===== src/rtl/lcr_pkg.sv =====
// Shared types, widths and codes for the lifetime color ramp.
// Used by the channel interfaces, the controller, the datapath and the checker.
package lcr_pkg;

  localparam int MODE_W      = 2;
  localparam int ENTRY_W     = 3;
  localparam int POS_W       = 17;
  localparam int ALPHA_W     = 8;
  localparam int CHAN_W      = 16;
  localparam int RGB_W       = 3 * CHAN_W;
  localparam int TICK_W      = 32;
  localparam int BYTE_W      = 8;
  localparam int CFG_IDX_W   = 1;
  localparam int CFG_DATA_W  = 4;

  localparam int ALPHA_KEYS_DEF  = 8;
  localparam int COLOR_STEPS_DEF = 8;

  localparam int FRAC_STEPS  = 16;
  localparam int DIV_STEPS   = BYTE_W;
  localparam int SCALE_SHIFT = 16;
  localparam int SCALE_MUL_W = 8;

  localparam int ALPHA_ENTRY_W = POS_W + ALPHA_W;
  localparam int COLOR_ENTRY_W = POS_W + RGB_W;

  localparam int PROD_W = CHAN_W + POS_W;
  localparam int SUM_W  = PROD_W;
  localparam int DIV_W  = POS_W + DIV_STEPS;

  localparam logic [POS_W-1:0] ONE_Q16   = POS_W'(65536);
  localparam logic [POS_W-1:0] POS_UNIT  = POS_W'(1);

  typedef logic [CFG_DATA_W-1:0] count_t;

  typedef enum logic [MODE_W-1:0] {
    MODE_LOAD_ALPHA = 2'd0,
    MODE_LOAD_COLOR = 2'd1,
    MODE_EVAL       = 2'd2
  } mode_t;

  typedef enum logic [CFG_IDX_W-1:0] {
    CFG_ALPHA_COUNT = 1'd0,
    CFG_COLOR_COUNT = 1'd1
  } cfg_idx_t;

  typedef enum logic [1:0] {
    CH_ALPHA = 2'd0,
    CH_RED   = 2'd1,
    CH_GREEN = 2'd2,
    CH_BLUE  = 2'd3
  } ch_t;

  typedef struct packed {
    logic frac_start;
    logic frac_step;
    logic rd_alpha;
    logic rd_color;
    logic rd_first;
    logic mul0;
    logic mul1;
    logic sum;
    logic scale;
    logic div_step;
    logic store;
    logic load_out;
    ch_t  ch;
  } dp_cmd_t;

  typedef struct packed {
    logic frac_sat;
  } dp_st_t;

endpackage


===== src/rtl/lcr_if.sv =====
// Channel interfaces of the lifetime color ramp: input items, results, register writes.
// Depends on lcr_pkg.
interface lcr_in_if;
  import lcr_pkg::*;
  logic                valid;
  logic                ready;
  logic [MODE_W-1:0]   mode;
  logic [ENTRY_W-1:0]  entry_index;
  logic [POS_W-1:0]    key_position;
  logic [ALPHA_W-1:0]  key_alpha;
  logic [CHAN_W-1:0]   key_red;
  logic [CHAN_W-1:0]   key_green;
  logic [CHAN_W-1:0]   key_blue;
  logic [TICK_W-1:0]   age_ticks;
  logic [TICK_W-1:0]   lifetime_ticks;

  modport source (output valid, mode, entry_index, key_position, key_alpha, key_red,
                  key_green, key_blue, age_ticks, lifetime_ticks, input ready);
  modport sink   (input valid, mode, entry_index, key_position, key_alpha, key_red,
                  key_green, key_blue, age_ticks, lifetime_ticks, output ready);
endinterface

interface lcr_out_if;
  import lcr_pkg::*;
  logic               valid;
  logic               ready;
  logic [BYTE_W-1:0]  out_alpha;
  logic [BYTE_W-1:0]  out_red;
  logic [BYTE_W-1:0]  out_green;
  logic [BYTE_W-1:0]  out_blue;

  modport source (output valid, out_alpha, out_red, out_green, out_blue, input ready);
  modport sink   (input valid, out_alpha, out_red, out_green, out_blue, output ready);
endinterface

interface lcr_cfg_if;
  import lcr_pkg::*;
  logic                   valid;
  logic                   ready;
  logic [CFG_IDX_W-1:0]   index;
  logic [CFG_DATA_W-1:0]  data;

  modport source (output valid, index, data, input ready);
  modport sink   (input valid, index, data, output ready);
endinterface


===== src/rtl/lcr_ram.sv =====
// Generic single-write, single-read RAM with registered read data.
// No dependencies.
module lcr_ram #(
  parameter int WIDTH = 8,
  parameter int DEPTH = 8
) (
  input  logic                     clk,
  input  logic                     we,
  input  logic [$clog2(DEPTH)-1:0] waddr,
  input  logic [WIDTH-1:0]         wdata,
  input  logic [$clog2(DEPTH)-1:0] raddr,
  output logic [WIDTH-1:0]         rdata
);

  logic [WIDTH-1:0] mem [DEPTH];

  always_ff @(posedge clk) begin
    if (we) begin
      mem[waddr] <= wdata;
    end
    rdata <= mem[raddr];
  end

endmodule


===== src/rtl/lcr_ctrl.sv =====
// Sequencing state machine of the lifetime color ramp: fraction, table walks,
// per-channel blend and output hand-off. Depends on lcr_pkg.
module lcr_ctrl #(
  parameter int ALPHA_KEYS  = lcr_pkg::ALPHA_KEYS_DEF,
  parameter int COLOR_STEPS = lcr_pkg::COLOR_STEPS_DEF,
  parameter int RD_IDX_W    = 5
) (
  input  logic                  clk,
  input  logic                  rst_n,
  input  logic                  eval_go,
  input  lcr_pkg::count_t       alpha_cnt,
  input  lcr_pkg::count_t       color_cnt,
  input  logic                  out_ready,
  input  lcr_pkg::dp_st_t       st,
  output lcr_pkg::dp_cmd_t      cmd,
  output logic [RD_IDX_W-1:0]   rd_idx,
  output logic                  in_ready,
  output logic                  out_valid
);
  import lcr_pkg::*;

  typedef enum logic [3:0] {
    S_IDLE, S_FRAC, S_WALK_A, S_WALK_C, S_MUL0, S_MUL1, S_SUM, S_SCALE, S_DIV, S_OUT
  } state_t;

  state_t              state_r, state_nxt;
  logic [RD_IDX_W-1:0] cnt_r, cnt_nxt;
  ch_t                 ch_r, ch_nxt;
  logic                out_valid_r, out_valid_nxt;
  logic [RD_IDX_W-1:0] n_alpha, n_color;

  assign n_alpha = (RD_IDX_W'(alpha_cnt) > RD_IDX_W'(ALPHA_KEYS)) ?
                   RD_IDX_W'(ALPHA_KEYS) : RD_IDX_W'(alpha_cnt);
  assign n_color = (RD_IDX_W'(color_cnt) > RD_IDX_W'(COLOR_STEPS)) ?
                   RD_IDX_W'(COLOR_STEPS) : RD_IDX_W'(color_cnt);

  always_comb begin
    state_nxt     = state_r;
    cnt_nxt       = cnt_r;
    ch_nxt        = ch_r;
    out_valid_nxt = out_valid_r;
    cmd           = '0;
    cmd.ch        = ch_r;
    if (out_valid_r && out_ready) begin
      out_valid_nxt = 1'b0;
    end
    case (state_r)
      S_IDLE: begin
        if (eval_go) begin
          cmd.frac_start = 1'b1;
          cnt_nxt        = '0;
          state_nxt      = S_FRAC;
        end
      end
      S_FRAC: begin
        if (st.frac_sat) begin
          cnt_nxt   = '0;
          state_nxt = S_WALK_A;
        end else begin
          cmd.frac_step = 1'b1;
          if (cnt_r == RD_IDX_W'(FRAC_STEPS - 1)) begin
            cnt_nxt   = '0;
            state_nxt = S_WALK_A;
          end else begin
            cnt_nxt = cnt_r + 1'b1;
          end
        end
      end
      S_WALK_A: begin
        if (cnt_r < n_alpha) begin
          cmd.rd_alpha = 1'b1;
          cmd.rd_first = (cnt_r == '0);
          cnt_nxt      = cnt_r + 1'b1;
        end else begin
          cnt_nxt   = '0;
          state_nxt = S_WALK_C;
        end
      end
      S_WALK_C: begin
        if (cnt_r < n_color) begin
          cmd.rd_color = 1'b1;
          cmd.rd_first = (cnt_r == '0);
          cnt_nxt      = cnt_r + 1'b1;
        end else begin
          cnt_nxt   = '0;
          ch_nxt    = CH_ALPHA;
          state_nxt = S_MUL0;
        end
      end
      S_MUL0: begin
        cmd.mul0  = 1'b1;
        state_nxt = S_MUL1;
      end
      S_MUL1: begin
        cmd.mul1  = 1'b1;
        state_nxt = S_SUM;
      end
      S_SUM: begin
        cmd.sum   = 1'b1;
        state_nxt = S_SCALE;
      end
      S_SCALE: begin
        cmd.scale = 1'b1;
        cnt_nxt   = '0;
        state_nxt = S_DIV;
      end
      S_DIV: begin
        cmd.div_step = 1'b1;
        if (cnt_r == RD_IDX_W'(DIV_STEPS - 1)) begin
          cmd.store = 1'b1;
          cnt_nxt   = '0;
          case (ch_r)
            CH_ALPHA: begin
              ch_nxt    = CH_RED;
              state_nxt = S_MUL0;
            end
            CH_RED: begin
              ch_nxt    = CH_GREEN;
              state_nxt = S_MUL0;
            end
            CH_GREEN: begin
              ch_nxt    = CH_BLUE;
              state_nxt = S_MUL0;
            end
            default: begin
              state_nxt = S_OUT;
            end
          endcase
        end else begin
          cnt_nxt = cnt_r + 1'b1;
        end
      end
      S_OUT: begin
        if (!out_valid_r || out_ready) begin
          cmd.load_out  = 1'b1;
          out_valid_nxt = 1'b1;
          state_nxt     = S_IDLE;
        end
      end
      default: begin
        state_nxt = S_IDLE;
      end
    endcase
  end

  always_ff @(posedge clk) begin
    if (!rst_n) begin
      state_r     <= S_IDLE;
      cnt_r       <= '0;
      ch_r        <= CH_ALPHA;
      out_valid_r <= 1'b0;
    end else begin
      state_r     <= state_nxt;
      cnt_r       <= cnt_nxt;
      ch_r        <= ch_nxt;
      out_valid_r <= out_valid_nxt;
    end
  end

  assign rd_idx    = cnt_r;
  assign in_ready  = (state_r == S_IDLE);
  assign out_valid = out_valid_r;

endmodule


===== src/rtl/lcr_dp.sv =====
// Datapath of the lifetime color ramp: serial life-fraction divider, segment match
// registers, shared multiplier, serial blend divider, result registers. Depends on lcr_pkg.
module lcr_dp (
  input  logic                                  clk,
  input  logic                                  rst_n,
  input  lcr_pkg::dp_cmd_t                      cmd,
  output lcr_pkg::dp_st_t                       st,
  input  logic [lcr_pkg::TICK_W-1:0]            age_ticks,
  input  logic [lcr_pkg::TICK_W-1:0]            lifetime_ticks,
  input  logic [lcr_pkg::ALPHA_ENTRY_W-1:0]     a_rdata,
  input  logic [lcr_pkg::COLOR_ENTRY_W-1:0]     c_rdata,
  output logic [lcr_pkg::BYTE_W-1:0]            out_alpha,
  output logic [lcr_pkg::BYTE_W-1:0]            out_red,
  output logic [lcr_pkg::BYTE_W-1:0]            out_green,
  output logic [lcr_pkg::BYTE_W-1:0]            out_blue
);
  import lcr_pkg::*;

  logic [TICK_W-1:0]       life_r, frac_rem_r, frac_rem_nxt;
  logic [FRAC_STEPS-1:0]   fq_r;
  logic                    sat_r;
  logic [TICK_W:0]         frac_dbl;
  logic                    frac_ge;
  logic [POS_W-1:0]        f;

  logic                    a_vld_r, a_first_r, c_vld_r, c_first_r;
  logic [POS_W-1:0]        a_pos, a_prev_pos_r, a_wid, a_off;
  logic [ALPHA_W-1:0]      a_val, a_prev_val_r, a_v0_r, a_v1_r;
  logic [POS_W-1:0]        a_w_r, a_d_r;
  logic                    a_hit_r, a_in_seg;
  logic [POS_W-1:0]        c_pos, c_prev_pos_r, c_wid, c_off;
  logic [RGB_W-1:0]        c_rgb, c_prev_rgb_r, c_c0_r, c_c1_r;
  logic [POS_W-1:0]        c_w_r, c_d_r;
  logic                    c_hit_r, c_in_seg;

  logic [CHAN_W-1:0]       x0, x1, op_x;
  logic [POS_W-1:0]        sel_w, sel_d, op_y;
  logic                    sel_hit;
  logic [PROD_W-1:0]       prod_r;
  logic [SUM_W-1:0]        sum_r;
  logic [SUM_W+SCALE_MUL_W-1:0] x255;

  logic [DIV_W-1:0]        dv_rem_r, dsr_r, dv_rem_nxt;
  logic [BYTE_W-1:0]       q_r, q_nxt, q_res;
  logic                    dv_ge;
  logic [BYTE_W-1:0]       res_a_r, res_r_r, res_g_r, res_b_r;
  logic [BYTE_W-1:0]       out_a_r, out_r_r, out_g_r, out_b_r;

  // life fraction: restoring division of age * 2^16 by lifetime
  assign frac_dbl     = {frac_rem_r, 1'b0};
  assign frac_ge      = (frac_dbl >= {1'b0, life_r});
  assign frac_rem_nxt = frac_ge ? TICK_W'(frac_dbl - {1'b0, life_r}) : TICK_W'(frac_dbl);
  assign f            = sat_r ? ONE_Q16 : {1'b0, fq_r};
  assign st.frac_sat  = sat_r;

  always_ff @(posedge clk) begin
    if (cmd.frac_start) begin
      life_r     <= lifetime_ticks;
      frac_rem_r <= age_ticks;
      fq_r       <= '0;
      sat_r      <= (lifetime_ticks == '0) || (age_ticks >= lifetime_ticks);
    end else if (cmd.frac_step) begin
      frac_rem_r <= frac_rem_nxt;
      fq_r       <= {fq_r[FRAC_STEPS-2:0], frac_ge};
    end
  end

  // segment walk over registered table reads
  assign a_pos    = a_rdata[ALPHA_ENTRY_W-1 -: POS_W];
  assign a_val    = a_rdata[ALPHA_W-1:0];
  assign a_wid    = a_pos - a_prev_pos_r;
  assign a_off    = f - a_prev_pos_r;
  assign a_in_seg = a_vld_r && !a_first_r && (f >= a_prev_pos_r) && (f <= a_pos);

  assign c_pos    = c_rdata[COLOR_ENTRY_W-1 -: POS_W];
  assign c_rgb    = c_rdata[RGB_W-1:0];
  assign c_wid    = c_pos - c_prev_pos_r;
  assign c_off    = f - c_prev_pos_r;
  assign c_in_seg = c_vld_r && !c_first_r && (f >= c_prev_pos_r) && (f <= c_pos);

  always_ff @(posedge clk) begin
    if (!rst_n) begin
      a_vld_r <= 1'b0;
      c_vld_r <= 1'b0;
      a_hit_r <= 1'b0;
      c_hit_r <= 1'b0;
    end else begin
      a_vld_r <= cmd.rd_alpha;
      c_vld_r <= cmd.rd_color;
      if (cmd.frac_start) begin
        a_hit_r <= 1'b0;
        c_hit_r <= 1'b0;
      end else begin
        if (a_in_seg) begin
          a_hit_r <= 1'b1;
        end
        if (c_in_seg) begin
          c_hit_r <= 1'b1;
        end
      end
    end
  end

  always_ff @(posedge clk) begin
    a_first_r <= cmd.rd_first;
    c_first_r <= cmd.rd_first;
    if (a_vld_r) begin
      a_prev_pos_r <= a_pos;
      a_prev_val_r <= a_val;
    end
    if (c_vld_r) begin
      c_prev_pos_r <= c_pos;
      c_prev_rgb_r <= c_rgb;
    end
    // zero-width segment: take the end value by blending with w = d = 1
    if (a_in_seg) begin
      a_w_r  <= (a_wid == '0) ? POS_UNIT : a_wid;
      a_d_r  <= (a_wid == '0) ? POS_UNIT : a_off;
      a_v0_r <= a_prev_val_r;
      a_v1_r <= a_val;
    end
    if (c_in_seg) begin
      c_w_r  <= (c_wid == '0) ? POS_UNIT : c_wid;
      c_d_r  <= (c_wid == '0) ? POS_UNIT : c_off;
      c_c0_r <= c_prev_rgb_r;
      c_c1_r <= c_rgb;
    end
  end

  // channel operand select
  always_comb begin
    x0      = CHAN_W'(a_v0_r);
    x1      = CHAN_W'(a_v1_r);
    sel_w   = a_w_r;
    sel_d   = a_d_r;
    sel_hit = a_hit_r;
    case (cmd.ch)
      CH_ALPHA: begin
        x0      = CHAN_W'(a_v0_r);
        x1      = CHAN_W'(a_v1_r);
        sel_w   = a_w_r;
        sel_d   = a_d_r;
        sel_hit = a_hit_r;
      end
      CH_RED: begin
        x0      = c_c0_r[3*CHAN_W-1 -: CHAN_W];
        x1      = c_c1_r[3*CHAN_W-1 -: CHAN_W];
        sel_w   = c_w_r;
        sel_d   = c_d_r;
        sel_hit = c_hit_r;
      end
      CH_GREEN: begin
        x0      = c_c0_r[2*CHAN_W-1 -: CHAN_W];
        x1      = c_c1_r[2*CHAN_W-1 -: CHAN_W];
        sel_w   = c_w_r;
        sel_d   = c_d_r;
        sel_hit = c_hit_r;
      end
      CH_BLUE: begin
        x0      = c_c0_r[CHAN_W-1:0];
        x1      = c_c1_r[CHAN_W-1:0];
        sel_w   = c_w_r;
        sel_d   = c_d_r;
        sel_hit = c_hit_r;
      end
      default: begin
        sel_hit = 1'b0;
      end
    endcase
  end

  assign op_x = cmd.mul0 ? x0 : x1;
  assign op_y = cmd.mul0 ? (sel_w - sel_d) : sel_d;
  assign x255 = {sum_r, {SCALE_MUL_W{1'b0}}} - (SUM_W + SCALE_MUL_W)'(sum_r);

  // serial blend divider, quotient below 2^DIV_STEPS
  assign dv_ge      = (dv_rem_r >= dsr_r);
  assign dv_rem_nxt = dv_ge ? (dv_rem_r - dsr_r) : dv_rem_r;
  assign q_nxt      = {q_r[BYTE_W-2:0], dv_ge};
  assign q_res      = sel_hit ? q_nxt : '0;

  always_ff @(posedge clk) begin
    if (cmd.mul0 || cmd.mul1) begin
      prod_r <= PROD_W'(op_x) * PROD_W'(op_y);
    end
    if (cmd.mul1) begin
      sum_r <= prod_r;
    end else if (cmd.sum) begin
      sum_r <= sum_r + prod_r;
    end
    if (cmd.scale) begin
      dv_rem_r <= (cmd.ch == CH_ALPHA) ? DIV_W'(sum_r) :
                  x255[SCALE_SHIFT +: DIV_W];
      dsr_r    <= DIV_W'({sel_w, {(DIV_STEPS-1){1'b0}}});
      q_r      <= '0;
    end else if (cmd.div_step) begin
      dv_rem_r <= dv_rem_nxt;
      dsr_r    <= dsr_r >> 1;
      q_r      <= q_nxt;
    end
    if (cmd.store) begin
      case (cmd.ch)
        CH_ALPHA: res_a_r <= q_res;
        CH_RED:   res_r_r <= q_res;
        CH_GREEN: res_g_r <= q_res;
        CH_BLUE:  res_b_r <= q_res;
        default:  res_a_r <= q_res;
      endcase
    end
    if (cmd.load_out) begin
      out_a_r <= res_a_r;
      out_r_r <= res_r_r;
      out_g_r <= res_g_r;
      out_b_r <= res_b_r;
    end
  end

  assign out_alpha = out_a_r;
  assign out_red   = out_r_r;
  assign out_green = out_g_r;
  assign out_blue  = out_b_r;

endmodule


===== src/rtl/lifetime_color_ramp_core.sv =====
// Lifetime color ramp: alpha keypoint and color step tables with a serial evaluator.
// Depends on lcr_pkg, lcr_if, lcr_ram, lcr_ctrl and lcr_dp.
//
// Usage:
//   in_ch  carries load items (mode 0 alpha keypoint, mode 1 color step) and
//          evaluate items (mode 2). Loads write the table in the transaction cycle
//          and give no result; mode 3 is dropped.
//   out_ch carries one result (alpha, red, green, blue) per evaluate item.
//   cfg_ch writes the two entry counts; always ready. Write only while idle.
// Timing:
//   Loads may follow back to back; in_ch.ready stays high after a load.
//   An evaluate item holds in_ch.ready low while the radix-2 fraction divider
//   runs (16 steps, skipped when age >= lifetime or lifetime is 0), the alpha and
//   then the color table are walked over the entry counts in use, the four
//   channels are blended through one shared multiplier and an 8-step serial
//   divider, and the result is loaded into the output register.
//   Results sit in an output register: the next item is accepted while a result
//   waits, and a stalled result holds until taken. The next result waits for it.
// Reset: rst_n, synchronous; clears the counts and the control state. Table contents
//   are undefined until loaded.
module lifetime_color_ramp_core #(
  parameter int ALPHA_KEYS  = lcr_pkg::ALPHA_KEYS_DEF,
  parameter int COLOR_STEPS = lcr_pkg::COLOR_STEPS_DEF
) (
  input  logic          clk,
  input  logic          rst_n,
  lcr_in_if.sink        in_ch,
  lcr_out_if.source     out_ch,
  lcr_cfg_if.sink       cfg_ch
);
  import lcr_pkg::*;

  localparam int AA_W      = $clog2(ALPHA_KEYS);
  localparam int CA_W      = $clog2(COLOR_STEPS);
  localparam int MAX_TAB   = (ALPHA_KEYS > COLOR_STEPS) ? ALPHA_KEYS : COLOR_STEPS;
  localparam int MAX_CNT   = (MAX_TAB > FRAC_STEPS) ? MAX_TAB : FRAC_STEPS;
  localparam int RD_IDX_W  = $clog2(MAX_CNT + 1);

  count_t               alpha_cnt_r, color_cnt_r;
  dp_cmd_t              cmd;
  dp_st_t               st;
  logic [RD_IDX_W-1:0]  rd_idx;
  logic                 in_ready, in_acc, eval_go, a_we, c_we;
  logic [ALPHA_ENTRY_W-1:0] a_rdata;
  logic [COLOR_ENTRY_W-1:0] c_rdata;

  assign cfg_ch.ready = 1'b1;

  always_ff @(posedge clk) begin
    if (!rst_n) begin
      alpha_cnt_r <= '0;
      color_cnt_r <= '0;
    end else if (cfg_ch.valid) begin
      case (cfg_idx_t'(cfg_ch.index))
        CFG_ALPHA_COUNT: alpha_cnt_r <= cfg_ch.data;
        CFG_COLOR_COUNT: color_cnt_r <= cfg_ch.data;
        default: begin
        end
      endcase
    end
  end

  assign in_ch.ready = in_ready;
  assign in_acc      = in_ch.valid && in_ready;
  assign eval_go     = in_acc && (in_ch.mode == MODE_EVAL);
  assign a_we        = in_acc && (in_ch.mode == MODE_LOAD_ALPHA) &&
                       (32'(in_ch.entry_index) < ALPHA_KEYS);
  assign c_we        = in_acc && (in_ch.mode == MODE_LOAD_COLOR) &&
                       (32'(in_ch.entry_index) < COLOR_STEPS);

  lcr_ram #(
    .WIDTH (ALPHA_ENTRY_W),
    .DEPTH (ALPHA_KEYS)
  ) u_alpha_ram (
    .clk   (clk),
    .we    (a_we),
    .waddr (AA_W'(in_ch.entry_index)),
    .wdata ({in_ch.key_position, in_ch.key_alpha}),
    .raddr (rd_idx[AA_W-1:0]),
    .rdata (a_rdata)
  );

  lcr_ram #(
    .WIDTH (COLOR_ENTRY_W),
    .DEPTH (COLOR_STEPS)
  ) u_color_ram (
    .clk   (clk),
    .we    (c_we),
    .waddr (CA_W'(in_ch.entry_index)),
    .wdata ({in_ch.key_position, in_ch.key_red, in_ch.key_green, in_ch.key_blue}),
    .raddr (rd_idx[CA_W-1:0]),
    .rdata (c_rdata)
  );

  lcr_ctrl #(
    .ALPHA_KEYS  (ALPHA_KEYS),
    .COLOR_STEPS (COLOR_STEPS),
    .RD_IDX_W    (RD_IDX_W)
  ) u_ctrl (
    .clk       (clk),
    .rst_n     (rst_n),
    .eval_go   (eval_go),
    .alpha_cnt (alpha_cnt_r),
    .color_cnt (color_cnt_r),
    .out_ready (out_ch.ready),
    .st        (st),
    .cmd       (cmd),
    .rd_idx    (rd_idx),
    .in_ready  (in_ready),
    .out_valid (out_ch.valid)
  );

  lcr_dp u_dp (
    .clk            (clk),
    .rst_n          (rst_n),
    .cmd            (cmd),
    .st             (st),
    .age_ticks      (in_ch.age_ticks),
    .lifetime_ticks (in_ch.lifetime_ticks),
    .a_rdata        (a_rdata),
    .c_rdata        (c_rdata),
    .out_alpha      (out_ch.out_alpha),
    .out_red        (out_ch.out_red),
    .out_green      (out_ch.out_green),
    .out_blue       (out_ch.out_blue)
  );

endmodule


===== src/flat_wrapper.sv =====
// flat-port wrapper written by rule: the top's interface ports become plain ports
module lifetime_color_ramp_core_flat import lcr_pkg::*;
#(
  parameter int ALPHA_KEYS  = lcr_pkg::ALPHA_KEYS_DEF,
  parameter int COLOR_STEPS = lcr_pkg::COLOR_STEPS_DEF
)
  (clk, rst_n, in_ch_valid, in_ch_mode, in_ch_entry_index, in_ch_key_position, in_ch_key_alpha, in_ch_key_red, in_ch_key_green, in_ch_key_blue, in_ch_age_ticks, in_ch_lifetime_ticks, in_ch_ready, out_ch_valid, out_ch_out_alpha, out_ch_out_red, out_ch_out_green, out_ch_out_blue, out_ch_ready, cfg_ch_valid, cfg_ch_index, cfg_ch_data, cfg_ch_ready);
  lcr_in_if in_ch_i ();
  lcr_out_if out_ch_i ();
  lcr_cfg_if cfg_ch_i ();
  input  logic clk;
  input  logic rst_n;
  input wire logic [$bits(in_ch_i.valid)-1:0] in_ch_valid;
  input wire logic [$bits(in_ch_i.mode)-1:0] in_ch_mode;
  input wire logic [$bits(in_ch_i.entry_index)-1:0] in_ch_entry_index;
  input wire logic [$bits(in_ch_i.key_position)-1:0] in_ch_key_position;
  input wire logic [$bits(in_ch_i.key_alpha)-1:0] in_ch_key_alpha;
  input wire logic [$bits(in_ch_i.key_red)-1:0] in_ch_key_red;
  input wire logic [$bits(in_ch_i.key_green)-1:0] in_ch_key_green;
  input wire logic [$bits(in_ch_i.key_blue)-1:0] in_ch_key_blue;
  input wire logic [$bits(in_ch_i.age_ticks)-1:0] in_ch_age_ticks;
  input wire logic [$bits(in_ch_i.lifetime_ticks)-1:0] in_ch_lifetime_ticks;
  output wire logic [$bits(in_ch_i.ready)-1:0] in_ch_ready;
  output wire logic [$bits(out_ch_i.valid)-1:0] out_ch_valid;
  output wire logic [$bits(out_ch_i.out_alpha)-1:0] out_ch_out_alpha;
  output wire logic [$bits(out_ch_i.out_red)-1:0] out_ch_out_red;
  output wire logic [$bits(out_ch_i.out_green)-1:0] out_ch_out_green;
  output wire logic [$bits(out_ch_i.out_blue)-1:0] out_ch_out_blue;
  input wire logic [$bits(out_ch_i.ready)-1:0] out_ch_ready;
  input wire logic [$bits(cfg_ch_i.valid)-1:0] cfg_ch_valid;
  input wire logic [$bits(cfg_ch_i.index)-1:0] cfg_ch_index;
  input wire logic [$bits(cfg_ch_i.data)-1:0] cfg_ch_data;
  output wire logic [$bits(cfg_ch_i.ready)-1:0] cfg_ch_ready;
  assign in_ch_i.valid = in_ch_valid;
  assign in_ch_i.mode = in_ch_mode;
  assign in_ch_i.entry_index = in_ch_entry_index;
  assign in_ch_i.key_position = in_ch_key_position;
  assign in_ch_i.key_alpha = in_ch_key_alpha;
  assign in_ch_i.key_red = in_ch_key_red;
  assign in_ch_i.key_green = in_ch_key_green;
  assign in_ch_i.key_blue = in_ch_key_blue;
  assign in_ch_i.age_ticks = in_ch_age_ticks;
  assign in_ch_i.lifetime_ticks = in_ch_lifetime_ticks;
  assign in_ch_ready = in_ch_i.ready;
  assign out_ch_valid = out_ch_i.valid;
  assign out_ch_out_alpha = out_ch_i.out_alpha;
  assign out_ch_out_red = out_ch_i.out_red;
  assign out_ch_out_green = out_ch_i.out_green;
  assign out_ch_out_blue = out_ch_i.out_blue;
  assign out_ch_i.ready = out_ch_ready;
  assign cfg_ch_i.valid = cfg_ch_valid;
  assign cfg_ch_i.index = cfg_ch_index;
  assign cfg_ch_i.data = cfg_ch_data;
  assign cfg_ch_ready = cfg_ch_i.ready;
  lifetime_color_ramp_core #(.ALPHA_KEYS(ALPHA_KEYS), .COLOR_STEPS(COLOR_STEPS)) u_core (.clk(clk), .rst_n(rst_n), .in_ch(in_ch_i), .out_ch(out_ch_i), .cfg_ch(cfg_ch_i));
endmodule

===== config.mk =====
export PLATFORM = sky130hd
export DESIGN_NAME = lifetime_color_ramp_core_flat
export DESIGN_NICKNAME = d
export VERILOG_FILES = /design/src/rtl/lcr_pkg.sv /design/src/rtl/lcr_if.sv /design/src/rtl/lcr_ram.sv /design/src/rtl/lcr_ctrl.sv /design/src/rtl/lcr_dp.sv /design/src/rtl/lifetime_color_ramp_core.sv /design/src/flat_wrapper.sv
export SDC_FILE = /design/constraint.sdc
export NUM_CORES = 2
export LEC_CHECK = 0
export ABC_AREA = 1
export BUFFER_PORTS_ARGS = -buffer_cell sky130_fd_sc_hd__buf_2
export CORE_MARGIN = 2
export CORE_UTILIZATION = 47
export DETAILED_ROUTE_END_ITERATION = 7
export GPL_ROUTABILITY_DRIVEN = 0
export GPL_TIMING_DRIVEN = 0
export PLACE_DENSITY = 0.75
export SLEW_MARGIN = 20
export SYNTH_ARGS = -nofsm -noshare
export SYNTH_HDL_FRONTEND = slang
export SYNTH_SLANG_ARGS = --single-unit

===== constraint.sdc =====
create_clock -name clk -period 23.8 [get_ports clk]
set_clock_uncertainty 0.1 [all_clocks]
set_input_delay 1.19 -clock clk [delete_from_list [all_inputs] [get_ports clk]]
set_output_delay 1.19 -clock clk [all_outputs]
set_load 0.01 [all_outputs]

# Word-level counts from Yosys, hierarchy flattened
# Memories as Yosys holds them, arrays and structs flattened. A register that Yosys moved wholly into a read port is not among the register bits.
# Index checks and enable logic that the tools add are counted.
[totals]
mem_count = 2
regBits = 562
output_inout_bits = 35
wordCells = 199
ramBits = 720
[op_classes]
order_cmp = 11
eq_ne = 23
multipliers = 1
mux = 65
n_reduce_logical = 44
bitwise = 2
add_sub_neg = 10
[memory_table]
columns = ["name", "words", "width", "rd", "rd_clocked_by_memory_dff", "wr", "line_no", "source"]
rows = [
  ["u_core.u_color_ram.mem", 8, 65, 1, 1, 1, "lcr_ram.sv:15", "logic [WIDTH-1:0] mem [DEPTH];"],
  ["u_core.u_alpha_ram.mem", 8, 25, 1, 1, 1, "lcr_ram.sv:15", ""],
]
[op_table]
columns = ["cell", "n"]
rows = [
  ["one-hot mux 16 bit (4 select lines)", 2],
  ["2-to-1 mux 25 bit", 4],
  ["2-to-1 mux 32 bit", 3],
  ["subtractor 17 bit", 5],
  ["one-hot mux 17 bit (2 select lines)", 2],
  ["2-to-1 mux 33 bit", 2],
  ["2-to-1 mux 24 bit", 2],
  ["subtractor 41 x 33 -> 41 bit", 1],
  ["2-to-1 mux 4 bit", 10],
  ["one-hot mux 4 bit (10 select lines)", 1],
  [">= comparator 17 bit", 2],
  ["less-or-equal comparator 17 bit", 2],
  ["zero test 17 bit", 2],
  ["2-to-1 mux 17 bit", 2],
  ["adder 33 bit", 1],
  [">= comparator 33 x 32 -> 1 bit", 1],
  ["multiplier 16 x 17 -> 33 bit", 1],
  [">= comparator 32 bit", 1],
  ["zero test 32 bit", 1],
  ["subtractor 32 bit", 1],
  ["2-to-1 mux 5 bit", 6],
  ["one-hot mux 5 bit (6 select lines)", 1],
  [">= comparator 25 x 24 -> 1 bit", 1],
  ["subtractor 25 x 24 -> 25 bit", 1],
  ["other kinds (35)", 101],
]

# Depth between registers and ports, before layout
[depth]
word_depth = 6
ltp_mapped = 42
depth_no_buf = 40

# Cells and area by module
# Synthesis repeated with hierarchy kept, for this count alone.
[hier_totals]
cells_unflattened = 8865
hier_area_um2 = 78439.0
[modules_own_cells]
columns = ["mod", "instances", "cells_per_inst", "seq_area_each_um2", "area_per_inst_um2"]
rows = [
  ["lcr_dp", 1, 5384, 15925.3, 43656.9],
  ["lcr_ram at u_core.u_color_ram", 1, 2330, 16916.2, 23959.2],
  ["lcr_ram at u_core.u_alpha_ram", 1, 907, 6506.2, 9262.6],
  ["lcr_ctrl", 1, 191, 240.2, 1197.4],
  ["lifetime_color_ramp_core", 1, 53, 160.2, 362.8],
]

# Worst setup path after synthesis
# Ideal clock, no wire load.
[synth_path]
path_type = "reg2reg"
startpoint = "reg u_core.u_ctrl.ch_r[0]"
endpoint = "reg u_core.u_dp.prod_r[28], data pin"
setup_ns = 0.257
path_stages_with_launch = 39
arrival_ns = 7.496
synth_period_minus_slack_ns = 7.853
path_slack_ns = 15.947
required_ns = 23.443
path_buffers = 4
path_cell_list = "dfxtp_1 -> inv_1 -> ha_1 -> clkbuf_2 -> buf_4 -> buf_4 -> buf_2 -> mux2i_1 -> ha_1 -> inv_1 -> fa_1 -> nand2_1 -> nand2_1 -> o21ai_0 -> nor3_1 -> nor2_1 -> xor2_1 -> nand2_1 -> [... 3 more ...] -> fa_1 -> fa_1 -> inv_1 -> fa_1 -> inv_1 -> fa_1 -> inv_1 -> fa_1 -> fa_1 -> ha_1 -> a21oi_1 -> o21ai_0 -> a21oi_1 -> o21ai_0 -> a21oi_1 -> o21ai_0 -> nand2_1 -> nand2_1"
[synth_between]
elab_chain_cells = 6
word_cells_on_any_way = 13
[synth_lines]
columns = ["element", "line_no", "source"]
rows = [
  ["start, declared", "lcr_ctrl.sv:28", "ch_t ch_r, ch_nxt;"],
  ["start signal, assigned", "lcr_ctrl.sv:155", "ch_r <= ch_nxt;"],
  ["equality test 2 bit / equality test 2 x 1 -> 1 bit (equally long branches)", "lcr_dp.sv:137", "case (cmd.ch)"],
  ["OR reduction 3 bit (no line)", "n/a", ""],
  ["one-hot mux 17 bit (2 select lines)", "lcr_dp.sv:137", ""],
  ["subtractor 17 bit", "lcr_dp.sv:173", "assign op_y = cmd.mul0 ? (sel_w - sel_d) : sel_d;"],
  ["2-to-1 mux 17 bit", "lcr_dp.sv:173", ""],
  ["multiplier 16 x 17 -> 33 bit *", "lcr_dp.sv:184", "prod_r <= PROD_W'(op_x) * PROD_W'(op_y);"],
  ["end signal, assigned", "lcr_dp.sv:184", ""],
  ["end, declared", "lcr_dp.sv:39", "logic [PROD_W-1:0] prod_r;"],
]
# Mark *: on every way between the ends. The rest lies on a longest branch, timed or not.
# A chain may end at the register's enable or synchronous reset.

# Final worst setup path
[layout_path]
startpoint = "reg u_core.u_ctrl.ch_r[1]"
endpoint = "reg u_core.u_dp.prod_r[28], data pin"
# The elaborated chain is that of the path after synthesis.

==> results.toml <==
[status]
status = "finished, violations left"
violations = "design-rule violations"

[clocking]
cts_buffer_depth = 3
cts_max_level = 4
cts_setup_buffers = 0
cts-buffers-inserted = 144
ctsResizeCount = 0
cts-root-buf = "clkbuf_16"
clk_latency_ns = 0.82
cts.sinks = 1372
clk_pin_slew_worst_paths_ns = 0.06
cts_hold_buf = 0
cts_tree = "done"

[worst_hold_path]
hold_class = "flop to flop"
min_from = "u_core.u_dp.c_prev_rgb_r[4]$_DFFE_PP_"
hold-path-endpoint = "u_core.u_dp.c_c0_r[4]$_DFFE_PP_"
hold_depth = 0

[global_routing]
grt_pass1_wl_mm = 314
met2_usage = 0.399
top_usage_layer = "met2"
grt_max_degree = 67
overflow = 0
grt_usage = 0.250
grt_pass1_vias = 56218
antenna_found_initial = 22
grt_use_met1 = 0.321
grt_use_met3 = 0.0550

[detailed_routing]
drtAntennaViolNets = 0
route.detailed.drc = 2
post_drt_wl_per_cell_um = 20.1
first_pass_iters = 8
drtIter0Drc = 7320
via_per_inst = 5.67
wl_mm = 206
vias = 58312

[final_layout]
design_area_um2 = 83800
regArea_um2 = 39800
post-route-util = 0.535
nFillCells = 13085
drive_gt1_frac = 0.0733
final_nets = 8844
area_growth_pct = 12.7
multi_input_comb_area_um2 = 30100

[setup_path]
worst-r2r-setup-slack_ns = 14.09
endpoint_kind = "flop"
crit_top_cell = "nand2_1"
r2r_end = "u_core.u_dp.prod_r[28]$_DFFE_PP_"
crit_type = "flop to flop"
slowest_stage = "clkbuf_1"
cp_max_fo = 10
crit_required_ns = 24.34
crit_path_start_kind = "flop"
slowest_delay_ns = 0.60
r2r_start = "u_core.u_ctrl.ch_r[1]$_SDFFE_PN0P_"
worstPathArrival_ns = 10.25
r2r_cells = 38

[timing]
final.period_utilization = 0.408
period_minus_slack_ns = 9.71
hold_viol = 0
setup_violations = 0
slew_headroom = 0.287
rsz0062_at_grt = "false"
worst_pin_slew_ns = 1.07
setup_tns_ns = 0
final_max_slew_viol_count = 0
fmax_mhz = 103

[floorplan]
ios = 187
start_util = 0.475
core_um2 = 157000
die_area_um2 = 161000
die_x_um = 402
die_y_um = 402
num_rows = 145

[pwr]
power.density_nw_per_um2 = 83.6
ir_worst_vdd_mv = 0.0680
p_leak_uw = 0.0348
totalPowerFinal_uw = 7000

[synthesis]
synth_warnings = 0
yosys.area.top_type_share = 0.496
synth_cell_types = 58
synthArstFlopShare = 0
yosys-top-cells-area = "edfxtp_1 50%, nand2_1 7.7%, ha_1 6.4%"
synth_area_per_cell_um2 = 9.62
seq_area_frac_synth = 0.535
synth_nets = 8476
synth-main-ff-cell = "edfxtp_1"
postSynthCellCount = 7726
netlist_top_cells_count = "1,522 x nand2_1, 1,227 x edfxtp_1, 1,121 x nor2_1, 954 x inv_1, 570 x o21ai_0"
ys_seq_elements = 1372
syn-cell-area_um2 = 74300
synth_most_common_cell = "nand2_1"
synth-edff-count = 1227
yosysTopAreaCell = "edfxtp_1"

[place]
dp_hpwl_mm = 153
placed_cell_area_um2 = 78800
io_buffers = 185

[job]
maxCapViolCount = 0
[cell usage in the layout (no fill, tap or decap), drive strengths merged, types with 10 or more instances in the layout]
master	n
xor2	51
fa	216
nand3b	49
clkbuf	327
dfxtp	145
nand4	68
a31oi	101
inv	970
or2	15
o22ai	109
nor2	1131
nor3	49
o21bai	26
nand2	1534
a211oi	14
xnor2	46
edfxtp	1227
clkinv	60
and2	11
a21oi	320
nor4	10
ha	382
nand3	371
o21ai	580
mux2i	18
diode	10
a21o	17
buf	320
[final cells by class]
class                      instances  area share
antenna                           10    0.000299
timing repair buffer             222      0.0206
clock inverter                    75      0.0108
multi-input combinational       5149       0.359
sequential                      1372       0.475
clock buffer                     189      0.0479
buffer                           236      0.0124
tap                             2058      0.0307
inverter                         969      0.0435
[through the flow]
step	hold WS (ns)	worst slack [ns]	cells
6_report	0.286	14.09	10280
5_1_grt	0.299	13.60	10276
4_1_cts	0.281	14.24	10270
3_5_place_dp	0.305	14.27	10006
3_3_place_gp	0.301	14.39	9969
2_1_floorplan	0.300	15.95	7726
[cells by family after synthesis]
kind of cell,Yosys count,synth area share
AOI/OAI and AO/OA,1191,0.0870
xor gates and xnor gates,97,0.0114
adders and majority gates,598,0.122
buffers and inverters,1205,0.0628
DFF,1372,0.535
muxes,18,0.00242
other,1,0.0000504
and+or+nand+nor,3244,0.179
[flip-flops by register name, summed over array words and instances (netlist names), 16 cells and up]
register                  count
u_core.u_dp.life_r           32
u_core.u_color_ram.mem      520
u_core.u_dp.c_w_r            17
u_core.u_dp.c_c0_r           48
u_core.u_dp.sum_r            33
u_core.u_color_ram.rdata     65
u_core.u_dp.prod_r           33
u_core.u_dp.dv_rem_r         25
u_core.u_dp.c_prev_pos_r     17
u_core.u_dp.frac_rem_r       32
u_core.u_alpha_ram.mem      200
u_core.u_dp.a_w_r            17
u_core.u_dp.fq_r             16
u_core.u_dp.c_prev_rgb_r     48
u_core.u_dp.a_d_r            17
u_core.u_alpha_ram.rdata     25
u_core.u_dp.dsr_r            24
u_core.u_dp.c_c1_r           48
u_core.u_dp.a_prev_pos_r     17
u_core.u_dp.c_d_r            17
[how the worst max path moves through the flow]
stage,start,depth (start not counted),endpoint
2_1_floorplan,u_core.u_ctrl.ch_r[0]$_SDFFE_PN0P_,38,u_core.u_dp.prod_r[28]$_DFFE_PP_
3_3_place_gp,u_core.u_ctrl.ch_r[0]$_SDFFE_PN0P_,38,u_core.u_dp.prod_r[28]$_DFFE_PP_
3_5_place_dp,u_core.u_ctrl.ch_r[0]$_SDFFE_PN0P_,38,u_core.u_dp.prod_r[28]$_DFFE_PP_
4_1_cts,u_core.u_ctrl.ch_r[0]$_SDFFE_PN0P_,38,u_core.u_dp.prod_r[28]$_DFFE_PP_
5_1_grt,u_core.u_ctrl.ch_r[1]$_SDFFE_PN0P_,38,u_core.u_dp.prod_r[28]$_DFFE_PP_
6_report,u_core.u_ctrl.ch_r[1]$_SDFFE_PN0P_,38,u_core.u_dp.prod_r[28]$_DFFE_PP_
[metal layers]
metal  vias to the layer above  share of wire
met5                         -        0.00049
met4                        14          0.053
met3                       665           0.10
met2                      3189           0.46
met1                     27706           0.39
li1                      26738              -
[power breakdown]
part | total [uW] | leakage, uW | internal [uW] | switching (uW)
registers | 2920 | 0.0123 | 2820 | 104
clock network | 2300 | 0.00238 | 1310 | 990
logic | 1780 | 0.0202 | 567 | 1220
total | 7000 | 0.0348 | 4690 | 2310
[critical path: cells and delay by family (launching register included)]
family	cells	cell delay, ns
and+or+nand+nor	14	1.91
AOI/OAI and AO/OA	6	1.52
adders and majority gates	9	3.85
buffers and inverters	9	1.78
DFF	1	0.36
Note: power is estimated with default switching activity, not from simulation.
